===== config.mk =====
export PLATFORM = sky130hd
export DESIGN_NAME = radix_string_to_integer_core
export DESIGN_NICKNAME = d
export VERILOG_FILES = /design/src/hdl/rsti_pkg.sv /design/src/hdl/rsti_ctrl.sv /design/src/hdl/rsti_dp.sv /design/src/hdl/radix_string_to_integer_core.sv
export SDC_FILE = /design/constraint.sdc
export NUM_CORES = 1
export LEC_CHECK = 0
export BUFFER_PORTS_ARGS = -buffer_cell sky130_fd_sc_hd__buf_2
export CORE_ASPECT_RATIO = 1.4
export CORE_MARGIN = 10
export CORE_UTILIZATION = 40
export DETAILED_ROUTE_END_ITERATION = 8
export SKIP_CTS_REPAIR_TIMING = 1
export SYNTH_ARGS = -nofsm -noshare
export SYNTH_HDL_FRONTEND = slang
export SYNTH_SLANG_ARGS = --single-unit
export TNS_END_PERCENT = 30

===== constraint.sdc =====
create_clock -name clk -period 13.8 [get_ports clk]
set_clock_uncertainty 0.2 [all_clocks]
set_input_delay 2.76 -clock clk [delete_from_list [all_inputs] [get_ports clk]]
set_output_delay 2.76 -clock clk [all_outputs]
set_load 0.02 [all_outputs]

===== src/hdl/rsti_pkg.sv =====
// Package for the radix string-to-integer core: types, constants and character classes.
package rsti_pkg;

    localparam int MAX_BASE   = 16;
    localparam int SLOT_W     = $clog2(MAX_BASE);
    localparam int BASE_LEN_W = $clog2(MAX_BASE + 1);
    localparam int CHAR_W     = 8;
    localparam int VALUE_W    = 32;

    localparam logic OP_WRITE = 1'b0;
    localparam logic OP_FEED  = 1'b1;

    localparam logic [CHAR_W-1:0] CH_NUL   = 8'h00;
    localparam logic [CHAR_W-1:0] CH_TAB   = 8'h09;
    localparam logic [CHAR_W-1:0] CH_CR    = 8'h0D;
    localparam logic [CHAR_W-1:0] CH_SPACE = 8'h20;
    localparam logic [CHAR_W-1:0] CH_PLUS  = 8'h2B;
    localparam logic [CHAR_W-1:0] CH_MINUS = 8'h2D;

    typedef enum logic [1:0] {
        ST_IDLE,
        ST_EXEC,
        ST_FIN
    } state_t;

    typedef enum logic [1:0] {
        PH_SPACE,
        PH_SIGN,
        PH_DIGIT,
        PH_STOP
    } phase_t;

    typedef struct packed {
        logic load;
        logic exec;
        logic finish;
    } cmd_t;

    typedef struct packed {
        logic op;
        logic last;
        logic out_busy;
    } sts_t;

    function automatic logic is_space(input logic [CHAR_W-1:0] c);
        return (c == CH_SPACE) || ((c >= CH_TAB) && (c <= CH_CR));
    endfunction

    function automatic logic is_sign(input logic [CHAR_W-1:0] c);
        return (c == CH_PLUS) || (c == CH_MINUS);
    endfunction

endpackage


===== src/hdl/rsti_ctrl.sv =====
// Controller state machine: sequences load, execute and result steps.
module rsti_ctrl (
    input  logic          clk,
    input  logic          rst_n,
    input  logic          in_valid,
    output logic          in_ready,
    input  rsti_pkg::sts_t sts,
    output rsti_pkg::cmd_t cmd
);
    import rsti_pkg::*;

    state_t state_reg;
    state_t state_next;

    always_ff @(posedge clk or negedge rst_n)
    begin
        if (!rst_n)
        begin
            state_reg <= ST_IDLE;
        end
        else
        begin
            state_reg <= state_next;
        end
    end

    always_comb
    begin
        state_next = state_reg;
        in_ready   = 1'b0;
        cmd        = '0;
        unique case (state_reg)
            ST_IDLE:
            begin
                in_ready = 1'b1;
                if (in_valid)
                begin
                    cmd.load   = 1'b1;
                    state_next = ST_EXEC;
                end
            end
            ST_EXEC:
            begin
                cmd.exec = 1'b1;
                if ((sts.op == OP_FEED) && sts.last)
                begin
                    state_next = ST_FIN;
                end
                else
                begin
                    state_next = ST_IDLE;
                end
            end
            ST_FIN:
            begin
                if (!sts.out_busy)
                begin
                    cmd.finish = 1'b1;
                    state_next = ST_IDLE;
                end
            end
            default:
            begin
                state_next = ST_IDLE;
            end
        endcase
    end

endmodule


===== src/hdl/rsti_dp.sv =====
// Datapath: alphabet registers, digit match, accumulator, validity check and result register.
module rsti_dp (
    input  logic                                clk,
    input  logic                                rst_n,
    input  logic                                cfg_wr_en,
    input  logic [rsti_pkg::BASE_LEN_W-1:0]     cfg_wr_data,
    input  logic                                op,
    input  logic [rsti_pkg::SLOT_W-1:0]         slot,
    input  logic [rsti_pkg::CHAR_W-1:0]         ch,
    input  logic                                last,
    output logic                                out_valid,
    input  logic                                out_ready,
    output logic signed [rsti_pkg::VALUE_W-1:0] value,
    output logic                                base_valid,
    input  rsti_pkg::cmd_t                      cmd,
    output rsti_pkg::sts_t                      sts
);
    import rsti_pkg::*;

    logic [BASE_LEN_W-1:0] base_len_reg;
    logic [CHAR_W-1:0]     alphabet_reg [MAX_BASE];

    logic                  op_reg;
    logic [SLOT_W-1:0]     slot_reg;
    logic [CHAR_W-1:0]     ch_reg;
    logic                  last_reg;

    phase_t                phase_reg;
    phase_t                phase_next;
    logic                  neg_reg;
    logic                  neg_next;
    logic [VALUE_W-1:0]    acc_reg;
    logic [VALUE_W-1:0]    acc_next;

    logic                  out_valid_reg;
    logic [VALUE_W-1:0]    value_reg;
    logic                  base_valid_reg;

    logic                  hit;
    logic [SLOT_W-1:0]     digit;
    logic                  alpha_ok;

    always_ff @(posedge clk or negedge rst_n)
    begin
        if (!rst_n)
        begin
            base_len_reg <= '0;
        end
        else if (cfg_wr_en)
        begin
            base_len_reg <= cfg_wr_data;
        end
    end

    always_ff @(posedge clk)
    begin
        if (cmd.load)
        begin
            op_reg   <= op;
            slot_reg <= slot;
            ch_reg   <= ch;
            last_reg <= last;
        end
        if (cmd.exec && (op_reg == OP_WRITE))
        begin
            alphabet_reg[slot_reg] <= ch_reg;
        end
    end

    // lowest matching used slot wins
    always_comb
    begin
        hit   = 1'b0;
        digit = '0;
        for (int k = MAX_BASE - 1; k >= 0; k--)
        begin
            if ((BASE_LEN_W'(k) < base_len_reg) && (alphabet_reg[k] == ch_reg))
            begin
                hit   = 1'b1;
                digit = SLOT_W'(k);
            end
        end
    end

    always_comb
    begin
        phase_next = phase_reg;
        neg_next   = neg_reg;
        acc_next   = acc_reg;
        if (phase_next == PH_SPACE && !is_space(ch_reg))
        begin
            phase_next = PH_SIGN;
        end
        if (phase_next == PH_SIGN)
        begin
            if (is_sign(ch_reg))
            begin
                if (ch_reg == CH_MINUS)
                begin
                    neg_next = !neg_reg;
                end
            end
            else
            begin
                phase_next = PH_DIGIT;
            end
        end
        if (phase_next == PH_DIGIT)
        begin
            if (hit)
            begin
                acc_next = acc_reg * VALUE_W'(base_len_reg) + VALUE_W'(digit);
            end
            else
            begin
                phase_next = PH_STOP;
            end
        end
    end

    always_comb
    begin
        alpha_ok = (base_len_reg >= BASE_LEN_W'(2))
                && (base_len_reg <= BASE_LEN_W'(MAX_BASE));
        for (int i = 0; i < MAX_BASE; i++)
        begin
            if (BASE_LEN_W'(i) < base_len_reg)
            begin
                if ((alphabet_reg[i] == CH_NUL) || is_space(alphabet_reg[i])
                    || is_sign(alphabet_reg[i]))
                begin
                    alpha_ok = 1'b0;
                end
                for (int j = 0; j < i; j++)
                begin
                    if (alphabet_reg[j] == alphabet_reg[i])
                    begin
                        alpha_ok = 1'b0;
                    end
                end
            end
        end
    end

    always_ff @(posedge clk or negedge rst_n)
    begin
        if (!rst_n)
        begin
            phase_reg <= PH_SPACE;
            neg_reg   <= 1'b0;
            acc_reg   <= '0;
        end
        else if (cmd.finish)
        begin
            phase_reg <= PH_SPACE;
            neg_reg   <= 1'b0;
            acc_reg   <= '0;
        end
        else if (cmd.exec && (op_reg == OP_FEED))
        begin
            phase_reg <= phase_next;
            neg_reg   <= neg_next;
            acc_reg   <= acc_next;
        end
    end

    always_ff @(posedge clk or negedge rst_n)
    begin
        if (!rst_n)
        begin
            out_valid_reg <= 1'b0;
        end
        else if (cmd.finish)
        begin
            out_valid_reg <= 1'b1;
        end
        else if (out_ready)
        begin
            out_valid_reg <= 1'b0;
        end
    end

    always_ff @(posedge clk)
    begin
        if (cmd.finish)
        begin
            base_valid_reg <= alpha_ok;
            if (!alpha_ok)
            begin
                value_reg <= '0;
            end
            else if (neg_reg)
            begin
                value_reg <= '0 - acc_reg;
            end
            else
            begin
                value_reg <= acc_reg;
            end
        end
    end

    assign out_valid    = out_valid_reg;
    assign value        = value_reg;
    assign base_valid   = base_valid_reg;
    assign sts.op       = op_reg;
    assign sts.last     = last_reg;
    assign sts.out_busy = out_valid_reg && !out_ready;

endmodule


===== src/hdl/radix_string_to_integer_core.sv =====
// Top level of the radix string-to-integer core: controller plus datapath.
//
//  channel | handshake              | payload
//  --------+------------------------+-------------------------
//  in      | in_valid / in_ready    | op, slot, ch, last
//  out     | out_valid / out_ready  | value, base_valid
//  cfg     | cfg_wr_en              | cfg_wr_data (base_len)
//
// Each input transfer is loaded, then executed with the 16-way
// symbol match and a 32x5 multiply-add; a last character adds a finish
// step that checks the alphabet and loads the output register.
// The output register lets input continue while a result waits; only a
// second result blocks, in the finish step, until out_ready.
// Reset clears base_len and the parse state; the alphabet is not cleared.
module radix_string_to_integer_core (
    input  logic                                clk,
    input  logic                                rst_n,
    input  logic                                cfg_wr_en,
    input  logic [rsti_pkg::BASE_LEN_W-1:0]     cfg_wr_data,
    input  logic                                in_valid,
    output logic                                in_ready,
    input  logic                                op,
    input  logic [rsti_pkg::SLOT_W-1:0]         slot,
    input  logic [rsti_pkg::CHAR_W-1:0]         ch,
    input  logic                                last,
    output logic                                out_valid,
    input  logic                                out_ready,
    output logic signed [rsti_pkg::VALUE_W-1:0] value,
    output logic                                base_valid
);
    import rsti_pkg::*;

    cmd_t cmd;
    sts_t sts;

    rsti_ctrl u_ctrl (
        .clk      (clk),
        .rst_n    (rst_n),
        .in_valid (in_valid),
        .in_ready (in_ready),
        .sts      (sts),
        .cmd      (cmd)
    );

    rsti_dp u_dp (
        .clk         (clk),
        .rst_n       (rst_n),
        .cfg_wr_en   (cfg_wr_en),
        .cfg_wr_data (cfg_wr_data),
        .op          (op),
        .slot        (slot),
        .ch          (ch),
        .last        (last),
        .out_valid   (out_valid),
        .out_ready   (out_ready),
        .value       (value),
        .base_valid  (base_valid),
        .cmd         (cmd),
        .sts         (sts)
    );

endmodule


## Word-level counts from Yosys, hierarchy flattened

Memories as Yosys holds them, arrays and structs flattened.
Cells that the tools add are included.
Widths: inputs -> output; s select.

- Bits in latches: 0
- Word-level logic and storage cells: 613
- Output and inout port bits: 35
- Memory bits (writable): 128
- Input bits: 24
- Bits in registers: 90
- Bits in read-only memories: 0
- Memories kept: 1

Memory list:

| name | depth | width | rd ports | clocked after Yosys merged registers in | wr ports | RTL line | text |
|---|---|---|---|---|---|---|---|
| u_dp.alphabet_reg | 16 | 8 | 16 | 0 | 1 | rsti_dp.sv:21 | `logic [CHAR_W-1:0] alphabet_reg [MAX_BASE];` |

- Reductions and logical operators: 136
- Shifts and indexed selects: 0
- Muxes and demuxes: 215
- Equal/unequal tests: 193
- Bitwise operators: 1
- Divide/modulo/power cells: 0
- Order comparisons: 52
- $mul: 1
- Add/sub/neg operators: 2

Operators with widths:

| operator | count |
|---|---|
| $eq 8x8->1 | 136 |
| $eq 8x6->1 const B | 51 |
| $mux 1 | 183 |
| $mux 32 | 5 |
| $ge 8x4->1 const B | 17 |
| $le 8x4->1 const B | 17 |
| $logic_not 8->1 | 16 |
| $logic_or 1x1->1 | 66 |
| $mux 4 | 16 |
| $lt 4x5->1 const A | 8 |
| $logic_and 1x1->1 | 39 |
| $add 32x4->32 | 1 |
| $mul 32x5->32 | 1 |
| $sub 1x32->32 const A | 1 |
| $lt 3x5->1 const A | 4 |
| $mux 2 | 10 |
| $reduce_bool 2->1 | 7 |
| $lt 1x5->1 const A | 2 |
| $lt 2x5->1 const A | 2 |
| $pmux 2 s3 | 1 |
| $ge 5x2->1 const B | 1 |
| $le 5x5->1 const B | 1 |
| $eq 2x1->1 const B | 2 |
| $eq 2x2->1 const B | 2 |
| 7 further kinds | 11 |

## Depth between registers and ports, before layout

Gate-level depths: netlist of run 1.

- Depth in word-level cells: 157
- Mapped depth: 25
- Gate-level depth less buffers: 23

## Hierarchy

From an unflattened synthesis of run 1, not the netlist that was laid out.

- Cell total of the unflattened synthesis: 3060
- Area, all modules: 27637.8 um2

Modules (own cells, without submodules):

| module | times used | area an instance (um2) | cells each | seq. area each (um2) |
|---|---|---|---|---|
| rsti_dp | 1 | 27532.7 | 3051 | 6281.0 |
| rsti_ctrl | 1 | 105.1 | 9 | 50.0 |

## Least setup slack after synthesis of run 1

No wires, ideal clock.

- Kind: reg2reg
- Start point: register u_dp.ch_reg[3]
- End point: register u_dp.acc_reg[25]
- Cell stages (with the launch flop): 25
- Slack: 8348 ps
- Path buffers: 2
- Clock period less this slack: 5452 ps
- Setup time: 133 ps
- Arrival: 5119 ps
- Data required time: 13467 ps
- Cell sequence: edfxtp_1 -> buf_2 -> buf_2 -> xor2_1 -> nor4_1 -> nand3_1 -> nand2_1 -> nor2_1 -> nand2_1 -> nor2_1 -> fa_1 -> ha_1 -> inv_1 -> fa_1 -> inv_1 -> ha_1 -> a211oi_1 -> o21a_1 -> o31ai_1 -> a31oi_1 -> o21ai_0 -> a31o_2 -> a21oi_1 -> xor2_1 -> o21ai_0

- Cells in the longest elaborated chain, start to end: 23
- Elaborated cells between the ends (all ways): 87
- Classes of those cells: add/sub (1); order compare (2); eq/ne (21); mux (39); reduce/logical (24)

RTL lines:

| item | RTL line | text |
|---|---|---|
| from (decl) | rsti_dp.sv:25 | `logic [CHAR_W-1:0] ch_reg;` |
| from (signal assigned) | rsti_dp.sv:61 | `ch_reg <= ch;` |
| $eq 8x8->1 | rsti_dp.sv:77 | `if ((BASE_LEN_W'(k) < base_len_reg) && (alphabet_reg[k] == ch_reg))` |
| $logic_and 1x1->1 | rsti_dp.sv:77 |  |
| $mux 4 (16 in a row) | rsti_dp.sv:77 |  |
| $add 32x4->32 | rsti_dp.sv:112 | `acc_next = acc_reg * VALUE_W'(base_len_reg) + VALUE_W'(digit);` |
| $mux 32 | rsti_dp.sv:110 | `if (hit)` |
| $mux 32 | rsti_dp.sv:108 | `if (phase_next == PH_DIGIT)` |
| $mux 32 | rsti_dp.sv:159 | `else if (cmd.exec && (op_reg == OP_FEED))` |
| $mux 32 | rsti_dp.sv:153 | `else if (cmd.finish)` |
| to (signal assigned) | rsti_dp.sv:163 | `acc_reg <= acc_next;` |
| to (decl) | rsti_dp.sv:32 | `logic [VALUE_W-1:0] acc_reg;` |

Parallel ways exist; a longest one is shown, timed or not. The select of a mux whose other input is x is not followed.
A chain may end at the register's enable or synchronous reset.

## Worst setup path in the final report of run 1

- Start point: register u_dp.base_len_reg[3]
- End point: register u_dp.acc_reg[25]

- Cells in the longest elaborated chain, start to end: 23
- Elaborated cells between the ends (all ways): 72
- Classes of those cells: add/sub (1); mul (1); order compare (16); mux (36); reduce/logical (18)

RTL lines:

| item | RTL line | text |
|---|---|---|
| from (decl) | rsti_dp.sv:20 | `logic [BASE_LEN_W-1:0] base_len_reg;` |
| from (signal assigned) | rsti_dp.sv:51 | `base_len_reg <= cfg_wr_data;` |
| $lt 4x5->1 | rsti_dp.sv:77 |  |
| $logic_and 1x1->1 | rsti_dp.sv:77 |  |
| $mux 4 (16 in a row) | rsti_dp.sv:77 |  |
| $add 32x4->32 | rsti_dp.sv:112 |  |
| $mux 32 | rsti_dp.sv:110 |  |
| $mux 32 | rsti_dp.sv:108 |  |
| $mux 32 | rsti_dp.sv:159 |  |
| $mux 32 | rsti_dp.sv:153 |  |

Parallel ways exist; a longest one is shown, timed or not. The select of a mux whose other input is x is not followed.

==> results.cfg, run 1 <==
[setup_path]
end_kind = flip-flop
timing.critical_path.required_ns = 14.01
reg2regPathDepth = 22
timing.critical_path.fanout_max = 24
arrival_ns = 7.23
r2r_slack_ns = 6.77
setup.worst_path.class = reg -> reg
crit-reg2reg-capture = u_dp.acc_reg[25]
worstReg2RegStart = u_dp.base_len_reg[3]
crit_path_end = u_dp.acc_reg[25]
crit_start_category = flip-flop
setup.worst_path.start = u_dp.base_len_reg[3]

[power]
power.density_mw_per_mm2 = 59.3
vdd_ir_drop_max_uv = 96.5
power_leakage_uw = 0.0113

[die]
ioPinCount = 59
number_of_placement_rows = 113
core_area_sq_mm = 0.0676
die_area_sq_mm = 0.0789
dieHeight_um = 328
initial_utilization_pct = 40.2
die_width_um = 240

[clock_tree]
tritoncts = built
clkSinkCount = 218
clk_root_buffer_cell = sky130_fd_sc_hd__clkbuf_16
clkSlewWorstSetupHoldPaths_ns = 0.07
maximum_level_of_the_cts_h_tree = 1
cts_inserted_buffers = 21
max-clock-path-buffers = 3
clock_latency_ns = 0.56

[placement]
dpl.hpwl_um = 61400
gp_routability_congestion = 0.951
placement.setup.worst_slack_ns = 6.98
place.port_buffers = 58
post-place-cells = 3778

[layout]
layout.cells.non_filler = 3816
drive_gt1_share_pct = 8.84
finalNetCount = 3112
largest_reg_flops = 128
fin_util_pct = 42.5
areaGrowthSynthToFinish_pct = 5.81
antenna_cell_count = 0

[detailed_routing]
viasPerCell = 5.99
drt_iter0_drc = 2270
antenna_violating_nets_left = 0
remaining_design_rule_violation_count = 0
final_wl_um = 100000
drt_first_pass_iters = 7
num_vias = 22861
route.detailed.wl_per_inst_um = 26.2

[synth]
dominantRegCellSynth = sky130_fd_sc_hd__edfxtp_1
synth_adder_area_share_pct = 9.24
synth_async_sr_flop_share_pct = 19.7
synth_enable_flop_cells = 175
synth_sequential_area_ratio_pct = 23.3
synth.most_common_cell = sky130_fd_sc_hd__xor2_1
mappedNetlistNets = 3222
synth.ff_latch_count = 218
yosysWarningCount = 0
synth_xor_area_share_pct = 37.7
commonest_cells_in_the_synthesized_netlist = sky130_fd_sc_hd__xor2_1 (737), sky130_fd_sc_hd__xnor2_1 (433), sky130_fd_sc_hd__buf_2 (238)
yosysTopAreaCellShare_pct = 23.8
yosys_top_cell_by_area = sky130_fd_sc_hd__xor2_1
synthesized_instance_count = 3049
synth-compound-area-share_pct = 5.51
netlist_top_cells_area = sky130_fd_sc_hd__xor2_1 (24%), sky130_fd_sc_hd__edfxtp_1 (19%), sky130_fd_sc_hd__xnor2_1 (14%)
synth.mux.area_fraction_pct = 0.944
synth_top_family_by_area = XOR/XNOR gates
syn_avg_cell_area_sq_um = 8.91
count_of_cell_types_in_the_netlist = 68
yosys.area_share.simple_pct = 16.4
cell_area_after_synthesis_sq_mm = 0.0272

[global_route]
maximum_number_of_pins_on_one_net_before_global_route_repair = 44
antenna_found_initial = 0
grt.total_usage_pct = 25.2
grt_pass1_wl_um = 150000
via_count_of_the_first_global_routing_pass = 23000
grt_overflow_total = 0

[timing]
rsz_0062_raised_after_global_routing = no
postLayoutSetupSlackWorst_ns = 6.77
hold_viol_final = 0
final.min_clock_period_ns = 7.03
setup_violations = 0
timing.slew.headroom_pct = 23.1
setup-tns-final_ns = 0
worst_pin_slew_ns = 1.15
maxClockFrequency_mhz = 142
finalMaxSlewViolations = 0
final.period_utilization_pct = 50.9

[min_path]
hold_path_class = reg -> reg

[status]
outcome = finished, final reports clean

[flow_run]
maxCapViolations = 0
cells in the final DEF, fill, tap and decap left out, drive strengths merged, types with 9 or more instances in the layout:
| master | count |
|---|---|
| dfrtp | 43 |
| nor3 | 25 |
| xnor2 | 433 |
| fa | 86 |
| o41ai | 9 |
| nand2 | 193 |
| clkbuf | 25 |
| and2 | 68 |
| a21o | 15 |
| edfxtp | 175 |
| a22o | 14 |
| nand2b | 33 |
| nand3 | 28 |
| o31ai | 13 |
| nand4 | 116 |
| xor2 | 737 |
| inv | 79 |
| o21ai | 63 |
| buf | 203 |
| nor4 | 204 |
| nor2 | 134 |
| or3 | 13 |
| ha | 63 |
| mux2i | 20 |
| a21oi | 60 |
cells by family after synthesis:
| logic type | after synthesis |
|---|---|
| buffers and inverters | 414 |
| multiplexers | 25 |
| adder cells (fa/ha/maj) | 149 |
| AND/OR/NAND/NOR | 843 |
| AO/OA/AOI/OAI | 230 |
| XOR/XNOR | 1170 |
| flip-flops | 218 |
critical path, stage by stage, from the launching register on:
cell and delay (ns):
sky130_fd_sc_hd__dfrtp_1 0.99, sky130_fd_sc_hd__buf_4 0.42, sky130_fd_sc_hd__a31oi_1 0.25, sky130_fd_sc_hd__nor3_1 0.28, sky130_fd_sc_hd__nand3_1 0.15, sky130_fd_sc_hd__nand4_1 0.28
sky130_fd_sc_hd__nor2_1 0.10, sky130_fd_sc_hd__nor2_1 0.20, sky130_fd_sc_hd__fa_1 0.45, sky130_fd_sc_hd__ha_1 0.29, sky130_fd_sc_hd__inv_1 0.06, sky130_fd_sc_hd__fa_1 0.61
sky130_fd_sc_hd__inv_1 0.07, sky130_fd_sc_hd__ha_1 0.30, sky130_fd_sc_hd__a211oi_1 0.31, sky130_fd_sc_hd__o21a_1 0.20, sky130_fd_sc_hd__o31ai_1 0.11, sky130_fd_sc_hd__a31oi_1 0.63
sky130_fd_sc_hd__o21ai_0 0.25, sky130_fd_sc_hd__a31o_2 0.29, sky130_fd_sc_hd__a21oi_1 0.17, sky130_fd_sc_hd__xor2_1 0.15, sky130_fd_sc_hd__o21ai_0 0.09
how the worst min path moves through the flow:
stage | from | endpoint | slack, ns | cells after the start
after floorplan | u_dp.last_reg | u_ctrl.state_reg[1] | 0.26 | 2
after global placement | u_dp.last_reg | u_ctrl.state_reg[1] | 0.31 | 2
after detailed placement | u_dp.last_reg | u_ctrl.state_reg[1] | 0.32 | 2
after CTS | u_dp.last_reg | u_ctrl.state_reg[1] | 0.32 | 2
after global routing | u_dp.last_reg | u_ctrl.state_reg[1] | 0.35 | 2
final | u_dp.last_reg | u_ctrl.state_reg[1] | 0.31 | 2
final cells by class:
| type | instances | area [sq um] |
|---|---|---|
| fill | 6662 | 38800 |
| multi-input combinational | 2417 | 19000 |
| sequential | 218 | 6330 |
| timing repair buffer | 203 | 1380 |
| tap | 862 | 1080 |
| clock buffer | 25 | 561 |
| inverter | 78 | 293 |
| clock inverter | 13 | 119 |
per-stage QoR:
step	hold slack [ns]	instance area [sq um]	power, uW
after CTS	0.315	28700	1710
after global routing	0.351	28700	1770
final	0.311	28700	1700
after global placement	0.307	28100	1110
after detailed placement	0.317	28100	1110
after floorplan	0.262	27200	1010
power by group:
group,internal [uW],switching [uW],total (uW),leakage [uW]
clock,328,271,599,0.000331
sequential,730,33.8,764,0.00217
combinational,125,216,341,0.00881
metal layers:
layer | track usage (%) | up-vias | wire, um
met3 | 4.50 | 389 | 9880
li1 | - | 9899 | -
met1 | 30.4 | 11212 | 36900
met4 | 16.1 | 0 | 7110
met5 | 0 | - | 0
met2 | 40.8 | 1361 | 46200
Power figures use the tool's default switching activity.
==> run 2: changes to the inputs <==
clock period = 5.99 ns   (was 13.8 ns; I/O delays follow)
==> run 2 against run 1 <==
Compared with the run above:
- critical path depth unchanged
- register-to-register slack worse by 6.5 ns
- count of clock-buffer cells in the layout up 1
- hold slack worse by 0.0079 ns
- critical path type unchanged
- global-route usage up 0.28 points
- clock power up 110%
==> results.cfg, run 2 (same netlist as run 1, synthesis figures left out) <==
[status]
outcome = finished, final reports clean

[detailed_routing]
drt_iter0_drc = 2132
remaining_design_rule_violation_count = 0
antenna_violating_nets_left = 0
drt_first_pass_iters = 5
num_vias = 23076
final_wl_um = 102000
viasPerCell = 6.00
route.detailed.wl_per_inst_um = 26.5

[clock_tree]
max-clock-path-buffers = 3
cts_inserted_buffers = 21
maximum_level_of_the_cts_h_tree = 1
clk_root_buffer_cell = sky130_fd_sc_hd__clkbuf_16
clkSinkCount = 218
tritoncts = built
clkSlewWorstSetupHoldPaths_ns = 0.07
clock_latency_ns = 0.55

[global_route]
via_count_of_the_first_global_routing_pass = 22958
grt_overflow_total = 0
grt.total_usage_pct = 25.5
grt_pass1_wl_um = 151000
antenna_found_initial = 1
maximum_number_of_pins_on_one_net_before_global_route_repair = 44

[layout]
largest_reg_flops = 128
final_cell_mix = sky130_fd_sc_hd__xor2_1 (737), sky130_fd_sc_hd__xnor2_1 (433), sky130_fd_sc_hd__nor4_1 (200)
nFillCells = 6686
drive_gt1_share_pct = 9.95
fin_util_pct = 43.0
finalInstanceArea_sq_mm = 0.0291
final_common_cell = sky130_fd_sc_hd__xor2_1
areaGrowthSynthToFinish_pct = 6.99
antenna_cell_count = 0
finalNetCount = 3143

[setup_path]
setup.worst_path.class = reg -> reg
arrival_ns = 5.90
crit_start_category = flip-flop
timing.critical_path.required_ns = 6.17
cpPeakStageDelay_ns = 0.56
timing.critical_path.fanout_max = 37
cp_cell_sequence = buf_12, xnor2_1, nand4_1, or3_1, nand4_1, nor2_1, nor2_2, fa_1, ha_1, inv_1, fa_1, inv_1, ha_1, a211oi_2, o21a_1, o31ai_1, a31oi_2, o21ai_0, a31o_2, a21oi_1, xor2_1, o21ai_0
end_kind = flip-flop
worst-path-buf-inv = 3
crit_family = adder cells
crit_slowest_cell = sky130_fd_sc_hd__fa_1

[power]
internal_power_uw = 2650
design_power_total_uw = 3870
switching_share_pct = 31.5
seq_power_share_pct = 45.5
clock_power_share_pct = 33.1
power.net_switching_uw = 1220
comb_power_share_pct = 21.4
power_leakage_uw = 0.0115
power.density_mw_per_mm2 = 133
vdd_ir_drop_max_uv = 201

[placement]
postPlaceCellArea_sq_mm = 0.0284
gp_routability_congestion = 0.972
dpl.hpwl_um = 65600
place.port_buffers = 58

[min_path]
hold_path_class = reg -> reg

[timing]
setup_violations = 0
final.period_utilization_pct = 95.4
worst_pin_slew_ns = 1.29
final.min_clock_period_ns = 5.71
hold_viol_final = 0
finalMaxSlewViolations = 0
fin_hold_ws_ns = 0.303
setup-tns-final_ns = 0
timing.slew.headroom_pct = 13.1
rsz_0062_raised_after_global_routing = no
maxClockFrequency_mhz = 175

[die]
die_width_um = 240
die_area_sq_mm = 0.0789
core_area_sq_mm = 0.0676
initial_utilization_pct = 40.2
ioPinCount = 59
dieHeight_um = 328
number_of_placement_rows = 113

[flow_run]
maxCapViolations = 0
-- run 2: stage by stage --
stage | std cells | setup WS [ns]
2_1_floorplan | 3049 | 0.538
3_3_place_gp | 3805 | -0.128
3_5_place_dp | 3805 | -0.0933
4_1_cts | 3843 | -0.129
5_1_grt | 3847 | 0.00891
6_report | 3847 | 0.278
-- run 2: power by group through the flow --
stage	Sequential (uW)	Clock, uW	Combinational, uW
2_1_floorplan	1750	0	587
3_3_place_gp	1790	0	812
3_5_place_dp	1790	0	814
4_1_cts	1760	1300	820
5_1_grt	1770	1350	907
6_report	1760	1280	826
-- run 2: layout make-up --
type / count / area (sq um) / share of cell area, %
Tap cell: 862 / 1080 / 3.71
Inverter: 78 / 293 / 1.01
Clock inverter: 12 / 70.1 / 0.241
Multi-Input combinational cell: 2417 / 19000 / 65.5
Clock buffer: 26 / 544 / 1.87
Timing Repair Buffer: 234 / 1710 / 5.89
Sequential cell: 218 / 6330 / 21.8
-- run 2: layer usage --
layer  GRT usage [%]  vias to the layer above  routed length (um)
met4            18.7                        2                8680
met2            43.1                     1259               48900
met5               0                        -                  13
met3            3.64                      487                8160
met1            28.8                    11352               36300
li1                -                     9976                   -
-- run 2: path summary, 6_finish.rpt --
kind / slack, ns / startpoint / depth (start not counted) / to
setup / recovery: 0.28 / u_dp.ch_reg[1] / 22 / u_dp.acc_reg[25]
hold / removal: 0.30 / u_dp.last_reg / 2 / u_ctrl.state_reg[1]
setup reg to reg: 0.28 / u_dp.ch_reg[1] / 22 / u_dp.acc_reg[25]
hold reg to reg: 0.30 / u_dp.last_reg / 2 / u_ctrl.state_reg[1]
max in group asynchronous: 4.53 / rst_n / 2 / u_dp.base_len_reg[4]
min in group asynchronous: 0.55 / rst_n / 2 / u_dp.acc_reg[15]
-- run 2: tightest hold or removal path: cells and delay by family, from the launching register on --
kind	cells	cell delay, ns
flip-flops	1	0.32
AO/OA/AOI/OAI	1	0.09
buffers and inverters	1	0.05
